--- src/hdl/qt2m_pkg.sv ---
// Shared types, widths and helpers of the quaternion-to-matrix pipeline.
package qt2m_pkg;

  localparam int WORD_W = 32;
  localparam int PROD_W = 64;
  localparam int SUM_W  = 66;
  localparam int NPROD  = 6;
  localparam int NCOL   = 3;

  // Combine rule of the two products that feed one matrix entry
  typedef enum logic [1:0] {
    OP_ADD,
    OP_SUB,
    OP_DIAG,
    OP_PASS
  } op_e;

  typedef struct packed {
    logic [1:0] row;
    logic       last;
  } row_tag_t;

  // One matrix row on its way into the product stage
  typedef struct packed {
    row_tag_t                        tag;
    op_e      [NCOL-1:0]             op;
    logic     [NPROD-1:0][WORD_W-1:0] opa;
    logic     [NPROD-1:0][WORD_W-1:0] opb;
    logic     [WORD_W-1:0]           scale;
  } issue_t;

  // One row of saturated rotation terms, ready for scaling
  typedef struct packed {
    row_tag_t                       tag;
    logic     [WORD_W-1:0]          scale;
    logic     [NCOL-1:0][WORD_W-1:0] term;
  } term_t;

  function automatic logic [WORD_W-1:0] sat32(input logic signed [SUM_W-1:0] v);
    logic fits;
    fits = (&v[SUM_W-1:WORD_W-1]) || !(|v[SUM_W-1:WORD_W-1]);
    if (fits) begin
      sat32 = v[WORD_W-1:0];
    end else if (v[SUM_W-1]) begin
      sat32 = {1'b1, {(WORD_W-1){1'b0}}};
    end else begin
      sat32 = {1'b0, {(WORD_W-1){1'b1}}};
    end
  endfunction

endpackage

--- src/hdl/qt2m_issue.sv ---
// Row sequencer: holds one transform and issues its four matrix rows in order.
module qt2m_issue
  import qt2m_pkg::*;
#(
  parameter int FRAC_BITS = 16
) (
  input  logic                clk_i,
  input  logic                rst_ni,
  input  logic                in_valid_i,
  output logic                in_ready_o,
  input  logic [WORD_W-1:0]   trans_x_i,
  input  logic [WORD_W-1:0]   trans_y_i,
  input  logic [WORD_W-1:0]   trans_z_i,
  input  logic [WORD_W-1:0]   quat_x_i,
  input  logic [WORD_W-1:0]   quat_y_i,
  input  logic [WORD_W-1:0]   quat_z_i,
  input  logic [WORD_W-1:0]   quat_w_i,
  input  logic [WORD_W-1:0]   scale_x_i,
  input  logic [WORD_W-1:0]   scale_y_i,
  input  logic [WORD_W-1:0]   scale_z_i,
  output logic                iss_valid_o,
  input  logic                iss_ready_i,
  output issue_t              iss_o
);

  // Half and one in fixed point: trans * half, doubled and truncated, is trans itself
  localparam logic [WORD_W-1:0] Half = WORD_W'(1) << (FRAC_BITS - 1);
  localparam logic [WORD_W-1:0] One  = WORD_W'(1) << FRAC_BITS;

  logic              item_valid_q, item_valid_d;
  logic [1:0]        row_q, row_d;
  logic [WORD_W-1:0] tx_q, ty_q, tz_q, qx_q, qy_q, qz_q, qw_q, sx_q, sy_q, sz_q;
  logic              fire, in_fire, done;

  assign fire        = item_valid_q && iss_ready_i;
  assign done        = fire && (row_q == 2'd3);
  assign in_ready_o  = !item_valid_q || done;
  assign in_fire     = in_valid_i && in_ready_o;
  assign iss_valid_o = item_valid_q;

  always_comb begin
    item_valid_d = item_valid_q;
    row_d        = row_q;
    if (fire) begin
      row_d = row_q + 2'd1;
    end
    if (in_fire) begin
      item_valid_d = 1'b1;
    end else if (done) begin
      item_valid_d = 1'b0;
    end
  end

  always_ff @(posedge clk_i or negedge rst_ni) begin
    if (!rst_ni) begin
      item_valid_q <= 1'b0;
      row_q        <= 2'd0;
    end else begin
      item_valid_q <= item_valid_d;
      row_q        <= row_d;
    end
  end

  always_ff @(posedge clk_i) begin
    if (in_fire) begin
      tx_q <= trans_x_i;
      ty_q <= trans_y_i;
      tz_q <= trans_z_i;
      qx_q <= quat_x_i;
      qy_q <= quat_y_i;
      qz_q <= quat_z_i;
      qw_q <= quat_w_i;
      sx_q <= scale_x_i;
      sy_q <= scale_y_i;
      sz_q <= scale_z_i;
    end
  end

  // Pick the six quaternion products and the scale of the current row
  always_comb begin
    iss_o          = '0;
    iss_o.tag.row  = row_q;
    iss_o.tag.last = (row_q == 2'd3);
    case (row_q)
      2'd0: begin
        iss_o.opa[0] = qy_q; iss_o.opb[0] = qy_q;
        iss_o.opa[1] = qz_q; iss_o.opb[1] = qz_q;
        iss_o.opa[2] = qx_q; iss_o.opb[2] = qy_q;
        iss_o.opa[3] = qw_q; iss_o.opb[3] = qz_q;
        iss_o.opa[4] = qx_q; iss_o.opb[4] = qz_q;
        iss_o.opa[5] = qw_q; iss_o.opb[5] = qy_q;
        iss_o.op[0]  = OP_DIAG;
        iss_o.op[1]  = OP_ADD;
        iss_o.op[2]  = OP_SUB;
        iss_o.scale  = sx_q;
      end
      2'd1: begin
        iss_o.opa[0] = qx_q; iss_o.opb[0] = qy_q;
        iss_o.opa[1] = qw_q; iss_o.opb[1] = qz_q;
        iss_o.opa[2] = qx_q; iss_o.opb[2] = qx_q;
        iss_o.opa[3] = qz_q; iss_o.opb[3] = qz_q;
        iss_o.opa[4] = qy_q; iss_o.opb[4] = qz_q;
        iss_o.opa[5] = qw_q; iss_o.opb[5] = qx_q;
        iss_o.op[0]  = OP_SUB;
        iss_o.op[1]  = OP_DIAG;
        iss_o.op[2]  = OP_ADD;
        iss_o.scale  = sy_q;
      end
      2'd2: begin
        iss_o.opa[0] = qx_q; iss_o.opb[0] = qz_q;
        iss_o.opa[1] = qw_q; iss_o.opb[1] = qy_q;
        iss_o.opa[2] = qy_q; iss_o.opb[2] = qz_q;
        iss_o.opa[3] = qw_q; iss_o.opb[3] = qx_q;
        iss_o.opa[4] = qx_q; iss_o.opb[4] = qx_q;
        iss_o.opa[5] = qy_q; iss_o.opb[5] = qy_q;
        iss_o.op[0]  = OP_ADD;
        iss_o.op[1]  = OP_SUB;
        iss_o.op[2]  = OP_DIAG;
        iss_o.scale  = sz_q;
      end
      default: begin
        // translation row: pass trans through the same arithmetic unchanged
        iss_o.opa[0] = tx_q; iss_o.opb[0] = Half;
        iss_o.opa[2] = ty_q; iss_o.opb[2] = Half;
        iss_o.opa[4] = tz_q; iss_o.opb[4] = Half;
        iss_o.op[0]  = OP_PASS;
        iss_o.op[1]  = OP_PASS;
        iss_o.op[2]  = OP_PASS;
        iss_o.scale  = One;
      end
    endcase
  end

endmodule

--- config.mk ---
export PLATFORM = sky130hd
export DESIGN_NAME = qt2m_issue
export DESIGN_NICKNAME = d
export VERILOG_FILES = /design/src/hdl/qt2m_pkg.sv /design/src/hdl/qt2m_issue.sv
export SDC_FILE = /design/constraint.sdc
export NUM_CORES = 1
export LEC_CHECK = 0
export ABC_AREA = 0
export BUFFER_PORTS_ARGS = -buffer_cell sky130_fd_sc_hd__buf_2
export CAP_MARGIN = 20
export CORE_AREA = 2 2 290 292
export CTS_CLUSTER_SIZE = 24
export DETAILED_ROUTE_END_ITERATION = 8
export DIE_AREA = 0 0 292 294
export HOLD_SLACK_MARGIN = 0.02
export PLACE_DENSITY_LB_ADDON = 0.05
export SYNTH_ARGS = -nofsm -noshare
export SYNTH_HDL_FRONTEND = slang
export SYNTH_SLANG_ARGS = --single-unit
export TNS_END_PERCENT = 50
--- constraint.sdc ---
create_clock -name clk_i -period 19.8 [get_ports clk_i]
set_input_delay 3.96 -clock clk_i [delete_from_list [all_inputs] [get_ports clk_i]]
set_output_delay 3.96 -clock clk_i [all_outputs]
set_load 0.005 [all_outputs]
==> results.json <==
{
  "vias": 14978,
  "worst_ep_required_time_ns": 15.84,
  "clkSinkCount": 323,
  "intPower_mw": 2.12,
  "pwr-share-comb": 0.551,
  "synth_warnings": 0,
  "synthAdderAreaFrac": 0.00472,
  "antenna_found_initial": 31,
  "placed_cell_area_um2": 20300,
  "cts_resized": 0,
  "yosys_register_bits": 323,
  "vdd.ir_drop.worst_v": 0.000164,
  "nFillCells": 8971,
  "worstPathArrival_ns": 4.71,
  "layout.cells.non_filler": 3250,
  "nNetsFinal": 2450,
  "ctsHoldBuffers": 0,
  "hpwl_mm": 56.8,
  "wl_met3_mm": 6.16,
  "cap_violations": 0,
  "powerDensity_nw_per_um2": 179,
  "vias_per_cell": 4.61,
  "rsz0062_at_grt": "false",
  "period_share": 0.438,
  "cp-start-kind": "input port",
  "synth-xor-area-share": 0.000550,
  "fin_area_um2": 21800,
  "start_util": 0.192,
  "h-tree-depth": 2,
  "post_cts_buffers": 0,
  "cts.path.max_buffers": 3,
  "regArea_um2": 9690,
  "cts-root-buf": "clkbuf_16",
  "leakage_nw": 8.77,
  "drc": 0,
  "swShare": 0.456,
  "grt.total_usage": 0.175,
  "synth_compound_area_frac": 0.203,
  "ant_nets": 0,
  "wl_mm": 79.5,
  "ff2ff_setup_slack_ns": 13.84,
  "cts_buffers": 44,
  "path_clk_slew_ns": 0.05,
  "fp.dieH_um": 294,
  "clock_latency_ns": 0.57,
  "worst_clock_skew_ns": 0.0272,
  "fmax_mhz": 115,
  "cts_tree": "yes",
  "dr_wl_met2_mm": 40.4,
  "final_hold_viol_count": 0,
  "avgSynthCellArea_um2": 10.8,
  "first_pass_iters": 8,
  "most-common-layout-cells": "750 x buf_2, 320 x edfxtp_1, 223 x a21oi_1",
  "gp_congestion": 0.845,
  "yosysUniqueCellTypes": 26,
  "post_drt_wl_per_cell_um": 24.5,
  "die_width_um": 292,
  "synth_simple_gate_area_frac": 0.125,
  "rows": 106,
  "grt_pass1_wl_mm": 110,
  "crit_type": "input port to output pin",
  "die-area_um2": 85800,
  "drive_above_1_share": 0.393,
  "syn_inst": 1473,
  "coreArea_um2": 82900,
  "post-place-ws_ns": 11.12,
  "tns_ns": 0,
  "place_inst": 3154,
  "synth_top_family_by_area": "compound AO/OA/AOI/OAI gates",
  "critPathCaptureType": "output pin",
  "worstMarginPinSlew_ns": 1.06,
  "synthMuxAreaShare": 0.000629,
  "pwr-share-clk": 0.202,
  "slew_headroom": 0.296,
  "synth_nets": 1803,
  "postLayoutSetupSlackWorst_ns": 11.13,
  "wl_met1_mm": 31.3,
  "report.final.slew_viol_count": 0,
  "hold_class": "flip-flop to flip-flop",
  "top_layer_used": "met5",
  "io_buffers": 750,
  "seq_power_share": 0.247,
  "status": "finished, final reports clean",
  "grt_pass1_vias": 14694,
  "crit_fanout": 3,
  "overflow": 0,
  "multi_input_area_um2": 5360,
  "setup_viol": 0,
  "grt_start_max_net_pins": 93,
  "p_sw_mw": 1.78,
  "period_needed_ns": 8.67,
  "dr.first_iter.drc_count": 1124,
  "p_total_mw": 3.90,
  "pin_count": 751,
  "seq_area_frac_synth": 0.609,
  "area_growth_pct": 36.8,
  "mostFrequentLayoutCell": "buf_2",
  "synth_area_um2": 15900
}
[final timing paths]
| check | startpoint | to | cells past startpoint |
|---|---|---|---|
| setup / recovery | iss_ready_i | in_ready_o | 4 |
| hold / removal | iss_valid_o | row_q[0] | 2 |
| setup reg to reg | row_q[0] | sx_q[11] | 7 |
| hold reg to reg | iss_valid_o | row_q[0] | 2 |
| max in group asynchronous | rst_ni | row_q[0] | 1 |
| min in group asynchronous | rst_ni | iss_valid_o | 1 |
[per-layer routing]
layer  GRT usage  vias to the layer above
met1       0.206                     7415
met3      0.0502                      109
met5           0                        -
met4      0.0448                       20
met2       0.310                      676
li1            -                     6758
[cell families (layout without fill, tap and decap cells)]
family / Yosys count / after routing
AND/OR/NAND/NOR: 421 / 421
buffers and inverters: 173 / 855
XOR/XNOR: 1 / 1
multiplexers: 1 / 1
adder cells (fa/ha/maj): 6 / 6
other: 0 / 15
AO/OA/AOI/OAI: 548 / 548
flip-flops: 323 / 323
[state kept, by name (all words and copies together), names as in the netlist]
name         flops
iss_valid_o      1
qw_q            32
qx_q            32
qy_q            32
qz_q            32
row_q            2
sx_q            32
sy_q            32
sz_q            32
tx_q            32
ty_q            32
tz_q            32
[area by class of cell]
type,instances,area share
Sequential cell,323,0.445
Tap cell,1080,0.0621
Multi-Input combinational cell,977,0.247
Clock inverter,28,0.0104
Antenna cell,15,0.00173
Inverter,5,0.000920
Timing Repair Buffer,769,0.179
Clock buffer,53,0.0541
[worst max-delay path, stage by stage]
cell and delay [ns]:
buf_2 0.10, a21boi_0 0.42, inv_1 0.09, buf_2 0.14
[synth_stat cells, drive strengths merged]
cell type	count	area (um2)
buf	109	681
nor2b	64	400
a222oi	31	310
edfxtp	320	9610
a21oi	223	1120
dfrtp	3	75.1
inv	5	18.8
clkbuf	59	225
a21boi	1	7.51
a31oi	64	400
mux2i	1	10.0
nand3	1	5.00
nand2b	93	582
nor2	63	236
nand2	197	739
xnor2	1	8.76
a22oi	95	713
a221oi	1	8.76
or2	3	18.8
ha	6	75.1
a2bb2oi	1	8.76
o21ai	132	661
[power by group through the flow]
stage	clock [mW]	sequential (mW)	combinational (mW)
6_report	0.787	0.962	2.15
5_1_grt	0.840	0.973	2.35
4_1_cts	0.821	0.962	2.21
3_5_place_dp	0	0.976	2.20
3_3_place_gp	0	0.976	2.22
2_1_floorplan	0	0.998	1.14
[through the flow]
step,util,hold WS [ns]
finish,0.263,0.834
floorplan,-,0.597
global route,0.262,0.869
CTS,0.262,0.868
detailed placement,0.245,0.857
global placement,0.245,0.851
No activity file was read; power rests on OpenSTA's default activity.
